**config.mk**
```make
export PLATFORM = sky130hd
export DESIGN_NAME = scatter_nd_update_addresser
export DESIGN_NICKNAME = d
export VERILOG_FILES = /design/src/design/sndu_pkg.sv /design/src/design/scatter_nd_update_addresser.sv /design/src/design/sndu_stride_gen.sv
export SDC_FILE = /design/constraint.sdc
export NUM_CORES = 2
export LEC_CHECK = 0
export ABC_AREA = 1
export BUFFER_PORTS_ARGS = -buffer_cell sky130_fd_sc_hd__buf_2
export CORE_ASPECT_RATIO = 0.9
export CORE_UTILIZATION = 25
export CTS_BUF_LIST = sky130_fd_sc_hd__clkbuf_4 sky130_fd_sc_hd__clkbuf_8 sky130_fd_sc_hd__clkbuf_16
export CTS_CLUSTER_DIAMETER = 40
export DETAILED_ROUTE_END_ITERATION = 12
export HOLD_SLACK_MARGIN = 0.02
export PLACE_DENSITY = 0.43
export SLEW_MARGIN = 20
export SYNTH_ARGS = -nofsm -noshare
export SYNTH_HDL_FRONTEND = slang
export SYNTH_HIERARCHICAL = 1
export SYNTH_SLANG_ARGS = --single-unit
```
**constraint.sdc**
```tcl
create_clock -name clk -period 11.05 [get_ports clk]
set_input_delay 0 -clock clk [delete_from_list [all_inputs] [get_ports clk]]
set_output_delay 0 -clock clk [all_outputs]
set_load 0.01 [all_outputs]
```
**src/design/sndu_pkg.sv**
```systemverilog
// Shared types and constants for the scatter-update address generator.
// Depends on nothing; every design file imports it.
package sndu_pkg;

    localparam int MAX_DEPTH_DEF    = 4;
    localparam int ADDR_BITS_DEF    = 24;
    localparam int ELEMENT_BITS_DEF = 64;

    localparam int DIM_REGS       = 4;
    localparam int INDEX_BITS     = 64;
    localparam int DIM_BITS       = 16;
    localparam int SLICE_BITS     = 25;
    localparam int DEPTH_REG_BITS = 3;
    localparam int CFG_INDEX_BITS = 3;
    localparam int CFG_DATA_BITS  = 25;

    typedef enum logic [CFG_INDEX_BITS-1:0] {
        REG_INDEX_DEPTH    = 3'd0,
        REG_SLICE_ELEMENTS = 3'd1,
        REG_DIM_SIZE_0     = 3'd2,
        REG_DIM_SIZE_1     = 3'd3,
        REG_DIM_SIZE_2     = 3'd4,
        REG_DIM_SIZE_3     = 3'd5
    } cfg_reg_t;

    typedef logic [DIM_BITS-1:0] dim_size_t;

endpackage

```
**src/design/scatter_nd_update_addresser.sv**
```systemverilog
// Scatter-update address generator: index beats build a flat offset, element beats
// become write commands. Beats pass an input stage, then a result stage; one
// beat/cycle when no stride sweep or output stall holds it. Reset clears phase,
// counters, offset and abort; registers reset to 1. Each config write starts a
// stride sweep (one multiply per cycle) during which at most one beat is taken in
// and held. Depends on sndu_pkg and sndu_stride_gen.
module scatter_nd_update_addresser
    import sndu_pkg::*;
#(
    parameter int MAX_DEPTH    = MAX_DEPTH_DEF,
    parameter int ADDR_BITS    = ADDR_BITS_DEF,
    parameter int ELEMENT_BITS = ELEMENT_BITS_DEF
)
(
    input  logic                      clk,
    input  logic                      rst_n,

    input  logic                      cfg_write_enable,
    input  logic [CFG_INDEX_BITS-1:0] cfg_index,
    input  logic [CFG_DATA_BITS-1:0]  cfg_data,

    input  logic                      in_valid,
    output logic                      in_ready,
    input  logic [INDEX_BITS-1:0]     index_component,
    input  logic [ELEMENT_BITS-1:0]   update_element,

    output logic                      out_valid,
    input  logic                      out_ready,
    output logic [ADDR_BITS-1:0]      write_address,
    output logic [ELEMENT_BITS-1:0]   write_data,
    output logic                      status
);

    localparam int DW = $clog2(MAX_DEPTH + 1);
    localparam int JW = (MAX_DEPTH > 1) ? $clog2(MAX_DEPTH) : 1;
    localparam int PW = ADDR_BITS + DIM_BITS;

    logic [DEPTH_REG_BITS-1:0] index_depth_reg;
    logic [SLICE_BITS-1:0]     slice_elements_reg;
    dim_size_t                 dim_size_reg [DIM_REGS];

    logic                      copy_phase_reg;
    logic [DW-1:0]             comp_cnt_reg;
    logic [SLICE_BITS-1:0]     elem_cnt_reg;
    logic [ADDR_BITS-1:0]      offset_reg;
    logic                      aborted_reg;

    logic                      in_vld_reg;
    logic [INDEX_BITS-1:0]     in_index_reg;
    logic [ELEMENT_BITS-1:0]   in_elem_reg;

    logic                      out_vld_reg;
    logic [ADDR_BITS-1:0]      out_addr_reg;
    logic [ELEMENT_BITS-1:0]   out_data_reg;
    logic                      out_status_reg;

    logic                      sweep_busy;
    logic [ADDR_BITS-1:0]      stride [MAX_DEPTH];

    logic [3:0]                depth_ext;
    logic [DW-1:0]             eff_depth;
    logic [SLICE_BITS-1:0]     eff_slice;
    logic [JW-1:0]             j_sel;
    logic [2:0]                j3;
    dim_size_t                 dim_sel;
    logic                      out_of_range;
    logic [PW-1:0]             prod;
    logic [DW-1:0]             cnt_inc;
    logic [SLICE_BITS-1:0]     elem_inc;
    logic                      produce;
    logic                      consume;

    always_comb
    begin
        depth_ext = {1'b0, index_depth_reg};
        if (depth_ext == 4'd0)
        begin
            eff_depth = DW'(1);
        end
        else if (depth_ext > 4'(MAX_DEPTH))
        begin
            eff_depth = DW'(MAX_DEPTH);
        end
        else
        begin
            eff_depth = DW'(depth_ext);
        end
        eff_slice = (slice_elements_reg == '0) ? SLICE_BITS'(1) : slice_elements_reg;

        j_sel = (comp_cnt_reg > DW'(MAX_DEPTH - 1)) ? JW'(MAX_DEPTH - 1)
                                                     : JW'(comp_cnt_reg);
        j3           = 3'(j_sel);
        dim_sel      = (j3 < 3'(DIM_REGS)) ? dim_size_reg[j3[1:0]] : dim_size_t'(1);
        out_of_range = (|in_index_reg[INDEX_BITS-1:DIM_BITS])
                       || (in_index_reg[DIM_BITS-1:0] >= dim_sel);
        prod         = PW'(in_index_reg[DIM_BITS-1:0]) * PW'(stride[j_sel]);
        cnt_inc      = DW'(j_sel) + DW'(1);
        elem_inc     = elem_cnt_reg + SLICE_BITS'(1);

        produce  = !aborted_reg && (copy_phase_reg || out_of_range);
        consume  = in_vld_reg && !sweep_busy && (!produce || !out_vld_reg || out_ready);
        in_ready = !in_vld_reg || consume;
    end

    sndu_stride_gen #(
        .MAX_DEPTH (MAX_DEPTH),
        .ADDR_BITS (ADDR_BITS),
        .DW        (DW),
        .JW        (JW)
    ) u_stride_gen (
        .clk      (clk),
        .rst_n    (rst_n),
        .start    (cfg_write_enable),
        .depth    (eff_depth),
        .slice    (eff_slice),
        .dim_size (dim_size_reg),
        .busy     (sweep_busy),
        .stride   (stride)
    );

    always_ff @(posedge clk or negedge rst_n)
    begin
        if (!rst_n)
        begin
            index_depth_reg    <= DEPTH_REG_BITS'(1);
            slice_elements_reg <= SLICE_BITS'(1);
            for (int i = 0; i < DIM_REGS; i++)
            begin
                dim_size_reg[i] <= dim_size_t'(1);
            end
        end
        else if (cfg_write_enable)
        begin
            case (cfg_reg_t'(cfg_index))
                REG_INDEX_DEPTH:    index_depth_reg    <= cfg_data[DEPTH_REG_BITS-1:0];
                REG_SLICE_ELEMENTS: slice_elements_reg <= cfg_data[SLICE_BITS-1:0];
                REG_DIM_SIZE_0:     dim_size_reg[0]    <= cfg_data[DIM_BITS-1:0];
                REG_DIM_SIZE_1:     dim_size_reg[1]    <= cfg_data[DIM_BITS-1:0];
                REG_DIM_SIZE_2:     dim_size_reg[2]    <= cfg_data[DIM_BITS-1:0];
                REG_DIM_SIZE_3:     dim_size_reg[3]    <= cfg_data[DIM_BITS-1:0];
                default:            ;
            endcase
        end
    end

    always_ff @(posedge clk or negedge rst_n)
    begin
        if (!rst_n)
        begin
            copy_phase_reg <= 1'b0;
            comp_cnt_reg   <= '0;
            elem_cnt_reg   <= '0;
            offset_reg     <= '0;
            aborted_reg    <= 1'b0;
        end
        else if (cfg_write_enable)
        begin
            copy_phase_reg <= 1'b0;
            comp_cnt_reg   <= '0;
            elem_cnt_reg   <= '0;
            offset_reg     <= '0;
            aborted_reg    <= 1'b0;
        end
        else if (consume && !aborted_reg)
        begin
            if (copy_phase_reg)
            begin
                if ((elem_inc >= eff_slice) || (elem_inc == '0))
                begin
                    elem_cnt_reg   <= '0;
                    offset_reg     <= '0;
                    comp_cnt_reg   <= '0;
                    copy_phase_reg <= 1'b0;
                end
                else
                begin
                    elem_cnt_reg <= elem_inc;
                end
            end
            else if (out_of_range)
            begin
                aborted_reg <= 1'b1;
            end
            else
            begin
                offset_reg <= offset_reg + prod[ADDR_BITS-1:0];
                if (cnt_inc >= eff_depth)
                begin
                    comp_cnt_reg   <= '0;
                    elem_cnt_reg   <= '0;
                    copy_phase_reg <= 1'b1;
                end
                else
                begin
                    comp_cnt_reg <= cnt_inc;
                end
            end
        end
    end

    // input stage
    always_ff @(posedge clk or negedge rst_n)
    begin
        if (!rst_n)
        begin
            in_vld_reg <= 1'b0;
        end
        else if (in_ready)
        begin
            in_vld_reg <= in_valid;
        end
    end

    always_ff @(posedge clk)
    begin
        if (in_ready && in_valid)
        begin
            in_index_reg <= index_component;
            in_elem_reg  <= update_element;
        end
    end

    // result stage
    always_ff @(posedge clk or negedge rst_n)
    begin
        if (!rst_n)
        begin
            out_vld_reg <= 1'b0;
        end
        else if (consume && produce)
        begin
            out_vld_reg <= 1'b1;
        end
        else if (out_ready)
        begin
            out_vld_reg <= 1'b0;
        end
    end

    always_ff @(posedge clk)
    begin
        if (consume && produce)
        begin
            if (copy_phase_reg)
            begin
                out_addr_reg   <= offset_reg + ADDR_BITS'(elem_cnt_reg);
                out_data_reg   <= in_elem_reg;
                out_status_reg <= 1'b0;
            end
            else
            begin
                out_addr_reg   <= '0;
                out_data_reg   <= '0;
                out_status_reg <= 1'b1;
            end
        end
    end

    assign out_valid     = out_vld_reg;
    assign write_address = out_addr_reg;
    assign write_data    = out_data_reg;
    assign status        = out_status_reg;

    a_abort_sets: assert property (@(posedge clk) disable iff (!rst_n)
        consume && !aborted_reg && !copy_phase_reg && out_of_range && !cfg_write_enable
        |=> aborted_reg)
        else $error("abort not set after out-of-range index");

    a_abort_sticky: assert property (@(posedge clk) disable iff (!rst_n)
        aborted_reg && !cfg_write_enable |=> aborted_reg)
        else $error("abort cleared without config write");

    a_cfg_restart: assert property (@(posedge clk) disable iff (!rst_n)
        cfg_write_enable |=> !aborted_reg && !copy_phase_reg && offset_reg == '0)
        else $error("config write did not restart");

    a_error_payload: assert property (@(posedge clk) disable iff (!rst_n)
        out_vld_reg && out_status_reg |-> write_address == '0 && write_data == '0)
        else $error("error result carries nonzero payload");

    a_no_work_in_sweep: assert property (@(posedge clk) disable iff (!rst_n)
        $rose(copy_phase_reg) |-> $past(!sweep_busy))
        else $error("slice started during stride sweep");

endmodule

```
**src/design/sndu_stride_gen.sv**
```systemverilog
// Stride table generator: one multiply per cycle, sweeping from the last table
// entry down to the first; entries beyond the depth are zeroed. Depends on sndu_pkg.
module sndu_stride_gen
    import sndu_pkg::*;
#(
    parameter int MAX_DEPTH = MAX_DEPTH_DEF,
    parameter int ADDR_BITS = ADDR_BITS_DEF,
    parameter int DW        = $clog2(MAX_DEPTH + 1),
    parameter int JW        = (MAX_DEPTH > 1) ? $clog2(MAX_DEPTH) : 1
)
(
    input  logic                  clk,
    input  logic                  rst_n,
    input  logic                  start,
    input  logic [DW-1:0]         depth,
    input  logic [SLICE_BITS-1:0] slice,
    input  dim_size_t             dim_size [DIM_REGS],
    output logic                  busy,
    output logic [ADDR_BITS-1:0]  stride [MAX_DEPTH]
);

    localparam int PW = ADDR_BITS + DIM_BITS;

    logic                 busy_reg;
    logic                 first_reg;
    logic [JW-1:0]        k_reg;
    logic [ADDR_BITS-1:0] acc_reg;
    logic [ADDR_BITS-1:0] stride_reg [MAX_DEPTH];

    logic [ADDR_BITS-1:0] acc_cur;
    logic [2:0]           k3;
    dim_size_t            dim_k;
    logic [PW-1:0]        prod;
    logic                 k_used;

    always_comb
    begin
        acc_cur = first_reg ? ADDR_BITS'(slice) : acc_reg;
        k3      = 3'(k_reg);
        dim_k   = (k3 < 3'(DIM_REGS)) ? dim_size[k3[1:0]] : dim_size_t'(1);
        prod    = PW'(acc_cur) * PW'(dim_k);
        k_used  = 4'(k_reg) < 4'(depth);
    end

    always_ff @(posedge clk or negedge rst_n)
    begin
        if (!rst_n)
        begin
            busy_reg  <= 1'b0;
            first_reg <= 1'b0;
            k_reg     <= '0;
            acc_reg   <= '0;
            for (int i = 0; i < MAX_DEPTH; i++)
            begin
                stride_reg[i] <= (i == 0) ? ADDR_BITS'(1) : '0;
            end
        end
        else if (start)
        begin
            busy_reg  <= 1'b1;
            first_reg <= 1'b1;
            k_reg     <= JW'(MAX_DEPTH - 1);
        end
        else if (busy_reg)
        begin
            first_reg         <= 1'b0;
            stride_reg[k_reg] <= k_used ? acc_cur : '0;
            acc_reg           <= k_used ? prod[ADDR_BITS-1:0] : acc_cur;
            if (k_reg == '0)
            begin
                busy_reg <= 1'b0;
            end
            else
            begin
                k_reg <= k_reg - JW'(1);
            end
        end
    end

    assign busy   = busy_reg;
    assign stride = stride_reg;

endmodule

```
Yosys cells after proc, flatten, opt, wreduce, memory -nomap -nowiden
Index checks and enable logic that the tools add are counted.
{"block": "totals", "register_bits": 489, "inputBits": 161, "out_inout_bits": 91, "word_cells": 151}
{"block": "classes", "addsub": 5, "multipliers": 2, "order_cmp": 9, "eq_ne": 9, "muxes": 57, "n_bitwise": 3, "reduce_logical": 40}
{"cell": "$mux 24", "n": 11}
{"cell": "$mux 25", "n": 7}
{"cell": "$bwmux 96", "n": 1}
{"cell": "$bmux 16 s2", "n": 2}
{"cell": "$mux 16", "n": 4}
{"cell": "$logic_not 25->1", "n": 2}
{"cell": "$add 24x24->24", "n": 2}
{"cell": "$bmux 24 s2", "n": 1}
{"cell": "$demux 24 s2", "n": 1}
{"cell": "$reduce_or 48->1", "n": 1}
{"cell": "$add 25x1->25 const B", "n": 1}
{"cell": "$ge 25x25->1", "n": 1}
{"cell": "$mul 16x24->24", "n": 1}
{"cell": "$mul 24x16->24", "n": 1}
{"cell": "$mux 3", "n": 8}
{"cell": "$mux 1", "n": 18}
{"cell": "$ge 16x16->1", "n": 1}
{"cell": "$reduce_and 2->1", "n": 8}
{"cell": "$reduce_and 3->1", "n": 3}
{"cell": "$mux 2", "n": 4}
{"cell": "$reduce_bool 2->1", "n": 4}
{"cell": "$logic_and 1x1->1", "n": 7}
{"cell": "$eq 3x2->1 const B", "n": 2}
{"cell": "$eq 3x3->1 const B", "n": 2}
{"cell": "19 further kinds", "n": 32}

Depth between registers and ports, before layout
{"block": "depth", "ltp_word": 17, "mapped_depth": 37}

By module
Netlist, hierarchy kept.
{"mod": "scatter_nd_update_addresser", "instances": 1, "cells_per_inst": 2924, "area_each_um2": 25783.5, "seq_area_each_um2": 10227.3}
{"mod": "sndu_stride_gen", "instances": 1, "cells_per_inst": 1720, "area_each_um2": 13382.8, "seq_area_each_um2": 3104.2}

Least setup slack after synthesis
OpenSTA, ideal clock, no wires.
{"block": "synth_path", "path_type": "flip-flop to flip-flop", "start": "reg comp_cnt_reg[0]", "end": "reg in_elem_reg[0], enable pin", "setup_time_ns": 0.657, "t_arrival_ns": 8.987, "required_ns": 10.393, "slack_ns": 1.406, "path_stages_with_launch": 20, "path_buffers": 4, "synth_period_minus_slack_ns": 9.644, "cell_sequence": "dfrtp_1 -> inv_2 -> nand2_2 -> buf_4 -> buf_2 -> buf_1 -> clkbuf_1 -> nand2_1 -> a22o_1 -> ha_1 -> a21oi_1 -> o21ai_0 -> nand2_1 -> o211ai_1 -> nand2_1 -> nand3_1 -> nand3b_1 -> nand2_1 -> nand2_1 -> a21oi_1"}
{"block": "synth_between", "elab_chain_len": 16}
{"element": "from (decl)", "line": "scatter_nd_update_addresser.sv:43", "text": "logic [DW-1:0] comp_cnt_reg;"}
{"element": "from (signal assigned)", "line": "scatter_nd_update_addresser.sv:195", "text": "comp_cnt_reg <= cnt_inc;"}
{"element": "$gt 3x2->1", "line": "scatter_nd_update_addresser.sv:90", "text": "j_sel = (comp_cnt_reg > DW'(MAX_DEPTH - 1)) ? JW'(MAX_DEPTH - 1)"}
{"element": "$mux 2 (*)", "line": "scatter_nd_update_addresser.sv:90"}
{"element": "$not 2->3 (implied by the code) (*)", "line": "scatter_nd_update_addresser.sv:93", "text": "dim_sel = (j3 < 3'(DIM_REGS)) ? dim_size_reg[j3[1:0]] : dim_size_t'(1);"}
{"element": "$bmux 16 s2 (*)", "line": "scatter_nd_update_addresser.sv:93"}
{"element": "$mux 16 (implied by the code) (*) (2 in series)", "line": "scatter_nd_update_addresser.sv:93"}
{"element": "$ge 16x16->1 (*)", "line": "scatter_nd_update_addresser.sv:95", "text": "|| (in_index_reg[DIM_BITS-1:0] >= dim_sel);"}
{"element": "$logic_or 1x1->1 (*)", "line": "scatter_nd_update_addresser.sv:95"}
{"element": "$logic_or 1x1->1 (*)", "line": "scatter_nd_update_addresser.sv:100", "text": "produce = !aborted_reg && (copy_phase_reg || out_of_range);"}
{"element": "$logic_and 1x1->1 (*)", "line": "scatter_nd_update_addresser.sv:100"}
{"element": "$logic_not 1->1 (*)", "line": "scatter_nd_update_addresser.sv:101", "text": "consume = in_vld_reg && !sweep_busy && (!produce || !out_vld_reg || out_ready);"}
{"element": "$logic_or 1x1->1 (*) (2 in series)", "line": "scatter_nd_update_addresser.sv:101"}
{"element": "$logic_and 1x1->1 (*)", "line": "scatter_nd_update_addresser.sv:101"}
{"element": "$logic_or 1x1->1 (*)", "line": "scatter_nd_update_addresser.sv:102", "text": "in_ready = !in_vld_reg || consume;"}
{"element": "$logic_and 1x1->1 (*)", "line": "scatter_nd_update_addresser.sv:216", "text": "if (in_ready && in_valid)"}
{"element": "to (signal assigned)", "line": "scatter_nd_update_addresser.sv:219", "text": "in_elem_reg <= update_element;"}
{"element": "to (decl)", "line": "scatter_nd_update_addresser.sv:50", "text": "logic [ELEMENT_BITS-1:0] in_elem_reg;"}
Mark *: on every way between the ends. The rest lies on a longest branch, timed or not. The select of a mux whose other input is x is not followed.
A chain may end at the register's enable or synchronous reset.

Final worst setup path
{"block": "layout_path", "start": "reg comp_cnt_reg[0]", "end": "reg offset_reg[19]"}
{"block": "layout_between", "elab_chain_len": 17}
{"element": "$gt 3x2->1", "line": "scatter_nd_update_addresser.sv:90"}
{"element": "$mux 2 (*)", "line": "scatter_nd_update_addresser.sv:90"}
{"element": "$not 2->3 (implied by the code) (*)", "line": "scatter_nd_update_addresser.sv:93, scatter_nd_update_addresser.sv:96"}
{"element": "parallel branches: the longest is 14 deep, another holds $mul 16x24->24"}
{"element": "to (signal assigned)", "line": "scatter_nd_update_addresser.sv:186", "text": "offset_reg <= offset_reg + prod[ADDR_BITS-1:0];"}
{"element": "to (decl)", "line": "scatter_nd_update_addresser.sv:45", "text": "logic [ADDR_BITS-1:0] offset_reg;"}
Mark *: on every way between the ends. The select of a mux whose other input is x is not followed.

==> results.yml <==
sta:
  finalSetupTns_ns: 0
  slew-limit-headroom: 0.358
  skew_ns: 0.0655
  drv_slew: 0
  maxClockFrequency_mhz: 125
  period_share: 0.722
  finalCriticalPeriod_ns: 7.98
  finalSetupViolCount: 0
  final-hold-violation-count: 0
  worst_pin_slew_ns: 0.962
  rsz0062_at_grt: "false"
setup_path:
  r2r_slack_ns: 3.07
  critical_path.max_fanout: 47
  worstReg2RegEnd: "offset_reg[19]$_DFFE_PN0P_"
  cp_common_cell: "nand2_1"
  arrival_ns: 8.59
  worstSetupStartpoint: "comp_cnt_reg[0]$_DFFE_PN0P_"
  cp-endpoint: "offset_reg[19]$_DFFE_PN0P_"
  reg2reg_from: "comp_cnt_reg[0]$_DFFE_PN0P_"
  reg2regPathDepth: 29
  crit_required_ns: 11.66
  cpPeakStageDelay_ns: 0.56
  endpoint_kind: "flip-flop"
  timing.critical_path.slowest_stage_cell: "fa_1"
  worstSetupStartpointType: "flip-flop"
  path_class: "reg -> reg"
placement:
  dp_hpwl_mm: 104
  portBuffers: 251
  gp_congestion: 0.876
  detailed_place.area_um2: 42700
route:
  ant_nets: 0
  post-route-drc-count: 0
  routed-via-count: 32200
  drt-vias-per-instance: 4.43
  drt_iter0_drc: 2267
  first_pass_iters: 5
  routed_wl_mm: 137
  post_drt_wl_per_cell_um: 18.8
layout:
  syn2layout_area_growth_pct: 23.6
  post-route-util: 0.312
  nets: 5872
  drive_above_1_share: 0.104
  stdcell_area_um2: 48400
  largest_register_ffs: 96
  nFillCells: 16700
clock_network:
  tritoncts: "done"
  post_cts_buffers: 0
  clk_latency_ns: 0.68
  clkSinkCount: 489
  clk_pin_slew_ns: 0.06
  cts_root_buf: "clkbuf_16"
  cts_buffers: 89
  htree_levels: 3
  clk_path_buf_depth: 3
grt:
  overflow: 0
  antenna_found_initial: 5
  grt_max_degree: 103
  grt_pass1_vias: 33100
  grt_pass1_wl_mm: 209
  grt_usage: 0.175
synth:
  syn_avg_cell_area_um2: 8.43
  netlist_area_um2: 39200
  ys_warn_count: 6
  synthCells: 4643
  synth.net_count: 5402
floorplanning:
  die_area_um2: 158000
  io_pins: 252
  fp.dieH_um: 377
  start_util: 0.252
  coreArea_um2: 155000
  rows: 137
  chipWidth_um: 419
flow_run:
  maxCapViolCount: 0
worst_hold_path:
  hp-class: "in -> reg"
outcome:
  outcome: "finished, final reports clean"
[layout make-up]
cell class	instances	area [um2]	share of cell area
multi-input combinational	3114	21800	0.451
sequential	489	13300	0.275
timing repair buffer	548	4180	0.0863
inverter	871	3270	0.0676
tap	2085	2610	0.0539
clock buffer	101	2350	0.0486
clock inverter	65	842	0.0174
antenna	1	2.50	0.0000517
[critical path: cells and delay by family (launching register included)]
family / cells / cell delay [ns]
buffers and inverters: 6 / 1.46
xor gates and xnor gates: 1 / 0.17
DFF: 1 / 0.35
AOI/OAI and AO/OA: 4 / 0.74
adders and majority gates: 7 / 3.37
and+or+nand+nor: 11 / 1.78
[cell usage in the layout (no fill, tap or decap), types with 11 or more instances in the layout]
cell	count
fa_1	407
o21ai_0	238
nand4_1	46
nand3b_1	12
nor2_1	338
xor2_1	42
nand2_1	1302
inv_1	853
o21ai_1	17
a21oi_1	152
nand2_2	11
dlygate4sd3_1	250
a31oi_1	12
buf_4	43
clkbuf_16	89
dfrtp_1	264
a22o_1	15
clkinv_2	16
xnor2_1	18
buf_2	250
nand3_1	154
or2_2	20
nor3_1	16
o22ai_1	17
ha_1	191
edfxtp_1	217
inv_8	11
inv_2	12
o211ai_1	11
nor4_1	20
[routing by layer]
layer | part of all wire | global-route usage
met5 | 0.000095 | 0
met3 | 0.050 | 0.0279
met1 | 0.47 | 0.248
met2 | 0.46 | 0.277
met4 | 0.024 | 0.0439
[stage by stage]
stage               hold slack (ns)  worst slack [ns]  instances
floorplan                    -0.296              1.41       4643
detailed placement           0.0744              3.09       6855
global route                 0.0236              2.62       7274
finish                       0.0438              3.07       7274
global placement             0.0835              3.16       6855
CTS                          0.0204              3.08       7271
[worst min-delay path by stage]
stage                             start                                   end  cells after the start
global placement                  rst_n  u_stride_gen/acc_reg[17]$_DFFE_PN0P_                      1
global route        index_component[15]            in_index_reg[15]$_DFFE_PP_                      2
CTS                 index_component[22]            in_index_reg[22]$_DFFE_PP_                      2
detailed placement                rst_n  u_stride_gen/acc_reg[18]$_DFFE_PN0P_                      1
finish              index_component[19]            in_index_reg[19]$_DFFE_PP_                      2
floorplan                         rst_n               aborted_reg$_DFFE_PN0P_                      0
[what timing repair did]
action                    4_1_cts  5_1_grt
hold endpoints to repair      342        1
hold buffers                  250        1
gates resized for setup         0        0
Power is not shown: default switching activity piles up to over one toggle a cycle in this logic, so the estimate is an artifact.
